File: src/hw/rtl/ttpc_pkg.sv
// Shared types and constants for the timestamp tolerant power combiner.
// No dependencies; imported by the frame cell, the top level and the testbench files.
package ttpc_pkg;

  localparam int TIME_W  = 64;
  localparam int SUB_W   = 16;
  localparam int POW_W   = 32;
  localparam int EXPO_W  = 32;
  localparam int NOISE_W = 8;
  localparam int SUM_W   = 48;
  localparam int EXP_W   = 5;
  localparam int TOL_W   = 20;
  localparam int CFG_W   = 20;

  localparam int OPEN_FRAMES_DEF  = 16;
  localparam int MAX_SUBBANDS_DEF = 16;

  localparam logic [EXP_W-1:0] EXPECTED_RESET  = 5'd8;
  localparam logic [TOL_W-1:0] TOLERANCE_RESET = 20'd1000;
  localparam logic [SUM_W-1:0] SUM_MAX         = {SUM_W{1'b1}};

  typedef logic [2:0] status_t;

  localparam status_t ST_OPENED    = 3'd0;
  localparam status_t ST_MERGED    = 3'd1;
  localparam status_t ST_COMPLETED = 3'd2;
  localparam status_t ST_DUPLICATE = 3'd3;
  localparam status_t ST_FULL      = 3'd4;
  localparam status_t ST_BAD       = 3'd5;

  typedef logic [0:0] reg_index_t;
  localparam reg_index_t REG_EXPECTED  = 1'b0;
  localparam reg_index_t REG_TOLERANCE = 1'b1;

endpackage

File: src/hw/rtl/ttpc_cell.sv
// One frame cell: holds one open frame entry and refines the running search
// (nearest key at/after, nearest key before, first free slot) from its neighbor.
// Depends on ttpc_pkg.
module ttpc_cell
  import ttpc_pkg::*;
#(
  parameter int CELL_ID = 0,
  parameter int IDX_W   = 4,
  parameter int MASK_W  = 16,
  parameter int CNT_W   = 5
) (
  input  logic                clk,
  input  logic                rst,
  input  logic [TIME_W-1:0]   item_time,
  // search word from the left neighbor
  input  logic                a_found_in,
  input  logic [IDX_W-1:0]    a_idx_in,
  input  logic [TIME_W-1:0]   a_time_in,
  input  logic                b_found_in,
  input  logic [IDX_W-1:0]    b_idx_in,
  input  logic [TIME_W-1:0]   b_time_in,
  input  logic                f_found_in,
  input  logic [IDX_W-1:0]    f_idx_in,
  // registered search word to the right neighbor
  output logic                a_found,
  output logic [IDX_W-1:0]    a_idx,
  output logic [TIME_W-1:0]   a_time,
  output logic                b_found,
  output logic [IDX_W-1:0]    b_idx,
  output logic [TIME_W-1:0]   b_time,
  output logic                f_found,
  output logic [IDX_W-1:0]    f_idx,
  // entry write
  input  logic                wr_en,
  input  logic [IDX_W-1:0]    wr_idx,
  input  logic                wr_valid,
  input  logic [TIME_W-1:0]   wr_time,
  input  logic [SUM_W-1:0]    wr_sum,
  input  logic [MASK_W-1:0]   wr_mask,
  input  logic [CNT_W-1:0]    wr_count,
  input  logic [EXPO_W-1:0]   wr_expo,
  input  logic [NOISE_W-1:0]  wr_noise,
  // entry contents
  output logic                ent_valid,
  output logic [TIME_W-1:0]   ent_time,
  output logic [SUM_W-1:0]    ent_sum,
  output logic [MASK_W-1:0]   ent_mask,
  output logic [CNT_W-1:0]    ent_count,
  output logic [EXPO_W-1:0]   ent_expo,
  output logic [NOISE_W-1:0]  ent_noise
);

  localparam logic [IDX_W-1:0] MY_IDX = IDX_W'(CELL_ID);

  logic sel;
  logic take_a;
  logic take_b;
  logic take_f;

  assign sel = wr_en && (wr_idx == MY_IDX);

  // Store the entry; only the valid bit is reset
  always_ff @(posedge clk) begin
    if (rst) begin
      ent_valid <= 1'b0;
    end else if (sel) begin
      ent_valid <= wr_valid;
    end
  end

  always_ff @(posedge clk) begin
    if (sel) begin
      ent_time  <= wr_time;
      ent_sum   <= wr_sum;
      ent_mask  <= wr_mask;
      ent_count <= wr_count;
      ent_expo  <= wr_expo;
      ent_noise <= wr_noise;
    end
  end

  // Compare own key against the running best on each side
  always_comb begin
    take_a = 1'b0;
    take_b = 1'b0;
    if (ent_valid) begin
      if (ent_time >= item_time) begin
        take_a = !a_found_in || (ent_time < a_time_in);
      end else begin
        take_b = !b_found_in || (ent_time > b_time_in);
      end
    end
    take_f = !ent_valid && !f_found_in;
  end

  // Hand the refined search word on
  always_ff @(posedge clk) begin
    a_found <= a_found_in || take_a;
    a_idx   <= take_a ? MY_IDX : a_idx_in;
    a_time  <= take_a ? ent_time : a_time_in;
    b_found <= b_found_in || take_b;
    b_idx   <= take_b ? MY_IDX : b_idx_in;
    b_time  <= take_b ? ent_time : b_time_in;
    f_found <= f_found_in || take_f;
    f_idx   <= take_f ? MY_IDX : f_idx_in;
  end

endmodule

File: config.mk
export PLATFORM = sky130hd
export DESIGN_NAME = ttpc_cell
export DESIGN_NICKNAME = d
export VERILOG_FILES = /design/src/hw/rtl/ttpc_pkg.sv /design/src/hw/rtl/ttpc_cell.sv
export SDC_FILE = /design/constraint.sdc
export NUM_CORES = 1
export LEC_CHECK = 0
export BUFFER_PORTS_ARGS = -buffer_cell sky130_fd_sc_hd__buf_2
export CAP_MARGIN = 10
export CORE_AREA = 2 2 278 280
export CTS_CLUSTER_SIZE = 20
export DETAILED_ROUTE_END_ITERATION = 8
export DIE_AREA = 0 0 280 282
export PLACE_DENSITY = 0.43
export SETUP_SLACK_MARGIN = 0.05
export SLEW_MARGIN = 20
export SYNTH_ARGS = -nofsm -noshare
export SYNTH_HDL_FRONTEND = slang
export SYNTH_SLANG_ARGS = --single-unit
File: constraint.sdc
create_clock -name clk -period 5.2 [get_ports clk]
set_input_delay 0.78 -clock clk [delete_from_list [all_inputs] [get_ports clk]]
set_output_delay 0.78 -clock clk [all_outputs]
set_load 0.02 [all_outputs]
# == Word level (Yosys, flattened, before mapping) ==
# Index checks and enable logic that the tools add are counted.
# op_classes
n_lt_le_gt_ge,3
muxes,6
n_reduce_logical,12
# op_table
operator,n
$mux W64,2
$ge A64 B64 Y1,1
$gt A64 B64 Y1,1
$lt A64 B64 Y1,1
$logic_or A1 B1 Y1,5
$logic_not A1 Y1,4
$logic_not A4 Y1,1
$mux W1,4
$logic_and A1 B1 Y1,2
# word_totals
regBits,317
in_bits,388
out_inout_bits,317
wordCells,36

# == Logic depth before layout (Yosys ltp) ==
# Gate-level depths: netlist (run 1).
# logic_depth
word_depth,5
ltp_mapped,12
depth_no_buf,10

# == Least setup slack after synthesis (run 1) ==
# Ideal clock, no wire load.
# synth_timing
path_kind,input port to flip-flop
start,input port wr_idx[1]
end,register ent_valid
setup_time_ns,0.130
arrival_ns,5.536
required_time_ns,5.070
setup_slack_ns,-0.466
path_stages,4
path_buffers,0
path_cell_list,nor4_1 and2_1 mux2i_1 nor2_1
# synth_via
elab_chain_cells,2
# synth_rtl
element,line,rtl
start: declaration,ttpc_cell.sv:35,"input logic [IDX_W-1:0] wr_idx,"
$logic_not A4 Y1,ttpc_cell.sv:60,assign sel = wr_en && (wr_idx == MY_IDX);
$logic_and A1 B1 Y1,ttpc_cell.sv:60,
named net sel,ttpc_cell.sv:55,logic sel;
end signal: assignment,ttpc_cell.sv:67,ent_valid <= wr_valid;
end: declaration,ttpc_cell.sv:44,"output logic ent_valid,"
# The timed path passes the listed nets, and every way through them passes these cells.
# A chain may end at the register's enable or synchronous reset.

# == Final worst setup path (run 1) ==
# layout_timing
start,register ent_time[31]
end,register a_time[27]
# layout_via
elab_chain_cells,5
elab_cells_between_ends,6
classes_between,2 x order compare; 3 x mux; 1 x reduce/logical
# layout_rtl
element,line,rtl
start: declaration,ttpc_cell.sv:45,"output logic [TIME_W-1:0] ent_time,"
start signal: assignment,ttpc_cell.sv:73,ent_time <= wr_time;
$lt A64 B64 Y1,ttpc_cell.sv:88,take_a = !a_found_in || (ent_time < a_time_in);
$logic_or A1 B1 Y1,ttpc_cell.sv:88,
$mux W1 *,ttpc_cell.sv:87,if (ent_time >= item_time) begin
$mux W1 *,ttpc_cell.sv:86,if (ent_valid) begin
$mux W64 *,ttpc_cell.sv:100,a_time <= take_a ? ent_time : a_time_in;
end signal: assignment,ttpc_cell.sv:100,
end: declaration,ttpc_cell.sv:27,"output logic [TIME_W-1:0] a_time,"
# Every way passes the cells marked *; elsewhere a longest branch is shown, timed or not.

==> flow_metrics.env, run 1 <==
export IMPL_drv_slew=0
export IMPL_worst_pin_slew_ps=997
export IMPL_end_kind="flop"
export IMPL_maxCapViolations=0
export IMPL_grt_pass1_wl_mm=82.8
export IMPL_num_rows=101
export IMPL_ant_nets=0
export IMPL_clkLatencyLatePin_ps=560
export IMPL_synth_top_area_share_pct=35.5
export IMPL_layout_nets=2489
export IMPL_startpoint="ent_time[31]$_DFFE_PP_"
export IMPL_rrSetupSlack_ps=1080
export IMPL_cts_sinks=317
export IMPL_route_detailed_drc=0
export IMPL_slew_headroom_pct=33.6
export IMPL_worstHoldEndpoint="ent_valid$_SDFFE_PP0P_"
export IMPL_core_area_sq_um=75700
export IMPL_vias=11700
export IMPL_drt_initial_drc_count=457
export IMPL_skew_ps=16.8
export IMPL_setup_worst_path_start_class="flop"
export IMPL_pin_count=705
export IMPL_routedWlPerCell_microns=20.3
export IMPL_cp_required_ps=5640
export IMPL_finalNonFillerCells=2923
export IMPL_area_growth_pct=41.9
export IMPL_path_class="reg2reg"
export IMPL_hold_path_class="in2reg"
export IMPL_ctsResizeCount=0
export IMPL_synth_ff_type="edfxtp_1"
export IMPL_post_cts_buffers=0
export IMPL_drt_total_wl_mm=59.3
export IMPL_first_global_vias=12300
export IMPL_powerDensity_nw_per_um2=308
export IMPL_finalSetupViolCount=0
export IMPL_placed_area_sq_um=19400
export IMPL_dp_hpwl_mm=48.2
export IMPL_clk_pin_slew_ps=60
export IMPL_drt_pass1_iter_count=5
export IMPL_overflow=0
export IMPL_rsz0062_at_grt="false"
export IMPL_numCtsBuffers=41
export IMPL_vias_per_cell=4.01
export IMPL_synth_edf_count=173
export IMPL_die_w_microns=280
export IMPL_synth_area_leaders="edfxtp_1, dfxtp_1, ha_1, mux2_2, inv_1"
export IMPL_status="complete, no violations"
export IMPL_async_flop_share_pct=0
export IMPL_syn_avg_cell_area_sq_um=12.6
export IMPL_cts_buffer_depth=3
export IMPL_antenna_found_initial=13
export IMPL_syn_inst=1165
export IMPL_finalSetupTns_ps=0
export IMPL_die_area_sq_um=79000
export IMPL_hold_ws_ps=380
export IMPL_synth_distinct_cells=52
export IMPL_yosys_warnings=0
export IMPL_hold_viol=0
export IMPL_cts_root_buf="clkbuf_16"
export IMPL_port_buffers=704
export IMPL_rr_endpoint="a_time[27]$_DFF_P_"
export IMPL_yosysTopAreaCell="edfxtp_1"
export IMPL_r2r_start="ent_time[31]$_DFFE_PP_"
export IMPL_cts_tree="done"
export IMPL_synth_seq_cells=317
export IMPL_post_route_min_period_ps=4120
export IMPL_hp_start="rst"
export IMPL_grt_max_degree=104
export IMPL_layout_drive_gt1_share_pct=46.6
export IMPL_leakage_nw=9.92
export IMPL_vdd_drop_max_mv=0.237
export IMPL_dp_cells=2845
export IMPL_r2r_worst_path_cells=10
export IMPL_design_area_sq_um=20800
export IMPL_fin_crit_sh_pct=79.2
export IMPL_die_y_microns=282
export IMPL_htree_levels=2
export IMPL_initial_core_util_pct=19.3
export IMPL_cts_hold_buffers=0
export IMPL_place_ws_ps=923
export IMPL_layout_setup_ws_ps=1080
export IMPL_grt_total_usage_pct=14.4
export IMPL_routabilityCongestion=0.798
export IMPL_fmax_mhz=243
export IMPL_ys_seq_area_share_pct=55.2
export IMPL_syn_nets=1744
export IMPL_cp_max_fo=68
export IMPL_whs_path_depth=2
export IMPL_arrival_ps=4560
export IMPL_synth_cell_area_sq_um=14600
[worst max-delay path, stage by stage, from the launching register on]
cell,delay (ps)
edfxtp_1,740
ha_1,470
nand4_1,150
nor4_2,270
nand3_1,120
o221ai_1,500
a31oi_1,160
o41a_2,560
nor2_4,150
buf_12,380
mux2_2,390
[cell usage in the layout (no fill, tap or decap), drive strengths merged, types with 2 or more instances in the layout]
cell type / instances
a211oi: 12
a21boi: 2
a21o: 9
a21oi: 66
a221o: 2
a221oi: 7
a31oi: 4
and2: 5
and3: 2
and4: 3
buf: 716
bufinv: 4
clkbuf: 53
clkinv: 12
clkinvlp: 3
dfxtp: 144
diode: 3
edfxtp: 173
ha: 191
inv: 195
mux2: 128
nand2: 53
nand2b: 6
nand3: 17
nand4: 31
nor2: 26
nor2b: 11
nor3: 5
nor4: 6
o2111ai: 2
o211ai: 2
o21ai: 31
o21bai: 4
o221ai: 2
or3: 3
or4: 2
[cell type report]
| type | count | area [sq um] |
|---|---|---|
| timing repair buffer | 716 | 3650 |
| fill | 8140 | 54900 |
| sequential | 317 | 8080 |
| multi-input combinational | 642 | 5700 |
| clock inverter | 22 | 234 |
| antenna | 3 | 7.51 |
| clock buffer | 53 | 1140 |
| tap | 978 | 1220 |
| inverter | 192 | 721 |
[registers in the layout (all words and copies together), names as in the netlist]
signal	cells
ent_sum	48
b_time	64
b_idx	4
ent_count	5
ent_time	64
b_found	1
a_found	1
ent_expo	32
f_found	1
a_idx	4
ent_valid	1
ent_noise	8
a_time	64
f_idx	4
ent_mask	16
[power by group]
| group | switching [mW] | leakage (nW) | internal (mW) |
|---|---|---|---|
| clock network | 1.16 | 0.669 | 1.75 |
| registers | 0.0459 | 2.78 | 2.73 |
| logic | 0.390 | 6.48 | 0.302 |
[through the flow]
stage / util [%] / total power [mW]
2_1_floorplan: - / 3.16
3_3_place_gp: 25.6 / 3.53
3_5_place_dp: 25.6 / 3.54
4_1_cts: 27.4 / 6.52
5_1_grt: 27.4 / 6.68
6_report: 27.4 / 6.39
[Yosys cell counts (6+ instances only)]
library cell  number
a211oi_1          12
a21o_1             9
a21oi_1           66
a221oi_1           7
dfxtp_1          144
edfxtp_1         173
ha_1             191
inv_1            192
mux2_1            12
mux2_2           106
mux2_4            10
nand2_1           53
nand2b_1           6
nand3_1           17
nand4_1           30
nor2_1            25
nor2b_1           11
o21ai_0           31
[worst max-delay path by stage]
stage / endpoint / slack (ps) / cells after the start
final: a_time[27]$_DFF_P_ / 1080 / 10
after floorplan: ent_valid$_SDFFE_PP0P_ / 1510 / 4
after detailed placement: a_time[41]$_DFF_P_ / 920 / 12
after CTS: a_time[41]$_DFF_P_ / 960 / 10
after global routing: a_time[27]$_DFF_P_ / 870 / 10
after global placement: a_time[17]$_DFF_P_ / 960 / 12
[routing by layer]
layer | vias to the layer above | routed length, microns | global-route usage (%)
met4 | 14 | 1210 | 3.77
met1 | 5470 | 23600 | 16.7
met5 | - | 80 | 0
met2 | 484 | 29900 | 25.9
li1 | 5679 | - | -
met3 | 80 | 4590 | 4.09
[kinds of logic (layout without fill, tap and decap cells)]
family / count (synthesis) / count (layout) / synth area share [%]
muxes: 129 / 129 / 10.2
AOI/OAI and AO/OA: 150 / 150 / 6.21
DFF: 317 / 317 / 55.2
and+or+nand+nor: 172 / 172 / 6.25
other: 0 / 3 / 0
adders and majority gates: 191 / 191 / 16.3
buffers and inverters: 206 / 983 / 5.79
(Power assumes the default switching activity.)
==> run 2, diff against run 1 <==
--- a/config.mk
+++ b/config.mk
@@ -7,11 +7,11 @@
 export LEC_CHECK = 0
 export BUFFER_PORTS_ARGS = -buffer_cell sky130_fd_sc_hd__buf_2
 export CAP_MARGIN = 10
-export CORE_AREA = 2 2 278 280
+export CORE_AREA = 2 2 270 272
 export CTS_CLUSTER_SIZE = 20
 export DETAILED_ROUTE_END_ITERATION = 8
-export DIE_AREA = 0 0 280 282
-export PLACE_DENSITY = 0.43
+export DIE_AREA = 0 0 272 274
+export PLACE_DENSITY = 0.44
 export SETUP_SLACK_MARGIN = 0.05
 export SLEW_MARGIN = 20
 export SYNTH_ARGS = -nofsm -noshare
==> constraint.sdc (replaced) <==
create_clock -name clk -period 4.1 [get_ports clk]
set_input_delay 0.615 -clock clk [delete_from_list [all_inputs] [get_ports clk]]
set_output_delay 0.615 -clock clk [all_outputs]
set_load 0.02 [all_outputs]
==> flow_metrics.env, run 2 (synthesized netlist as in run 1, its figures left out) <==
export IMPL_area_growth_pct=42.5
export IMPL_finalSetupViolCount=0
export IMPL_finalSetupTns_ps=0
export IMPL_maxCapViolations=0
export IMPL_hold_ws_ps=227
export IMPL_drt_pass1_iter_count=4
export IMPL_num_rows=99
export IMPL_r2r_worst_path_cells=11
export IMPL_leakage_nw=9.98
export IMPL_grt_total_usage_pct=15.4
export IMPL_pin_count=705
export IMPL_setup_worst_path_start_class="flop"
export IMPL_slew_headroom_pct=49.4
export IMPL_cts_sinks=317
export IMPL_fin_crit_sh_pct=92.8
export IMPL_hold_viol=0
export IMPL_layout_drive_gt1_share_pct=46.7
export IMPL_final_seq_area_sq_um=8080
export IMPL_worst_pin_slew_ps=749
export IMPL_clk_pin_slew_ps=60
export IMPL_drt_total_wl_mm=59.6
export IMPL_die_w_microns=272
export IMPL_grt_pass1_wl_mm=83.9
export IMPL_status="complete, no violations"
export IMPL_powerDensity_nw_per_um2=380
export IMPL_die_area_sq_um=74500
export IMPL_skew_ps=17.7
export IMPL_drt_initial_drc_count=458
export IMPL_final_cell_mix="buf_2, inv_1, ha_1"
export IMPL_clkLatencyLatePin_ps=550
export IMPL_vias_per_cell=4.08
export IMPL_cts_buffer_depth=3
export IMPL_overflow=0
export IMPL_htree_levels=2
export IMPL_hold_path_class="in2reg"
export IMPL_ant_nets=0
export IMPL_nFillCells=7620
export IMPL_vias=11900
export IMPL_arrival_ps=4230
export IMPL_vdd_drop_max_mv=0.351
export IMPL_grt_max_degree=89
export IMPL_cts_tree="done"
export IMPL_routedWlPerCell_microns=20.4
export IMPL_dp_hpwl_mm=49.3
export IMPL_cts_root_buf="clkbuf_16"
export IMPL_route_detailed_drc=0
export IMPL_end_kind="flop"
export IMPL_layout_commonest_cell="buf_2"
export IMPL_path_class="reg2reg"
export IMPL_whs_path_depth=2
export IMPL_fmax_mhz=263
export IMPL_post_route_min_period_ps=3800
export IMPL_rsz0062_at_grt="false"
export IMPL_multiInputGateArea_sq_um=5710
export IMPL_drv_slew=0
export IMPL_cp_max_fo=26
export IMPL_die_y_microns=274
export IMPL_core_area_sq_um=72000
export IMPL_numCtsBuffers=40
export IMPL_p_total_mw=7.93
export IMPL_cp_required_ps=4530
export IMPL_top_regs="a_time: 64 flops, b_time: 64 flops, ent_time: 64 flops"
export IMPL_initial_core_util_pct=20.3
export IMPL_design_area_sq_um=20800
export IMPL_placed_area_sq_um=19500
export IMPL_antenna_found_initial=13
export IMPL_port_buffers=704
export IMPL_routabilityCongestion=0.829
export IMPL_layout_nets=2501
export IMPL_first_global_vias=12700
-- run 2: cell types whose count changed in the layout (fill, tap and decap cells not counted), moves of 3 or more --
cell / delta
buf_4: +7
clkbuf_1: +6
clkinvlp_4: -3
buf_12: +6
-- run 2: metal layers --
metal  global-route usage [%]  wire length (microns)  share of wire (%)  up-vias
li1                         -                      -                  -     5706
met1                     17.4                  23700                 40     5638
met2                     28.1                  30300                 51      470
met3                     4.29                   4100                6.9       77
met4                     4.57                   1330                2.2       12
met5                        0                     82               0.14        -
-- run 2: final cells by class --
class | instances | area share [%]
Antenna cell | 5 | 0.0600
Clock buffer | 59 | 5.54
Inverter | 192 | 3.46
Multi-Input combinational cell | 642 | 27.4
Sequential cell | 317 | 38.8
Timing Repair Buffer | 729 | 18.3
Tap cell | 959 | 5.76
Clock inverter | 14 | 0.684
-- run 2: report_power, final --
part | switching [mW] | total [mW] | leakage (nW) | internal [mW]
sequential | 0.0561 | 3.52 | 2.78 | 3.46
clock | 1.43 | 3.52 | 0.638 | 2.09
combinational | 0.502 | 0.893 | 6.57 | 0.390
total | 1.99 | 7.93 | 9.98 | 5.94
-- run 2: worst max-delay path: stages, from the launching register on --
cell and delay (ps):
edfxtp_1 530, ha_1 380, nand4_1 150, nor4_2 370, nand3_1 140, o221ai_1 330, a31oi_1 100, buf_4 160
o41a_2 500, nor2_4 360, buf_12 250, mux2_2 360
-- run 2: final timing paths --
check	start	slack, ps	endpoint
hold reg to reg	ent_valid$_SDFFE_PP0P_	580	f_found$_DFF_P_
setup reg to reg	ent_time[26]$_DFFE_PP_	300	a_time[41]$_DFF_P_
hold / removal	rst	230	ent_valid$_SDFFE_PP0P_
setup / recovery	ent_time[26]$_DFFE_PP_	300	a_time[41]$_DFF_P_
-- run 2: what timing repair did --
action                     in CTS  in global routing
buffers inserted                0                  2
setup endpoints to repair      64                 68
pin swaps                       0                  0
hold endpoints to repair        0                  0
hold buffers                    0                  0
gates resized for setup         1                  1
-- run 2: per-stage QoR --
step / std cells / worst slack, ps / utilization [%]
after global placement: 2837 / -115 / 27.1
after detailed placement: 2837 / -91.9 / 27.1
after global routing: 2914 / 71.8 / 28.9
final: 2917 / 297 / 29.0
after floorplan: 1165 / 576 / -
after CTS: 2910 / 73.1 / 28.9
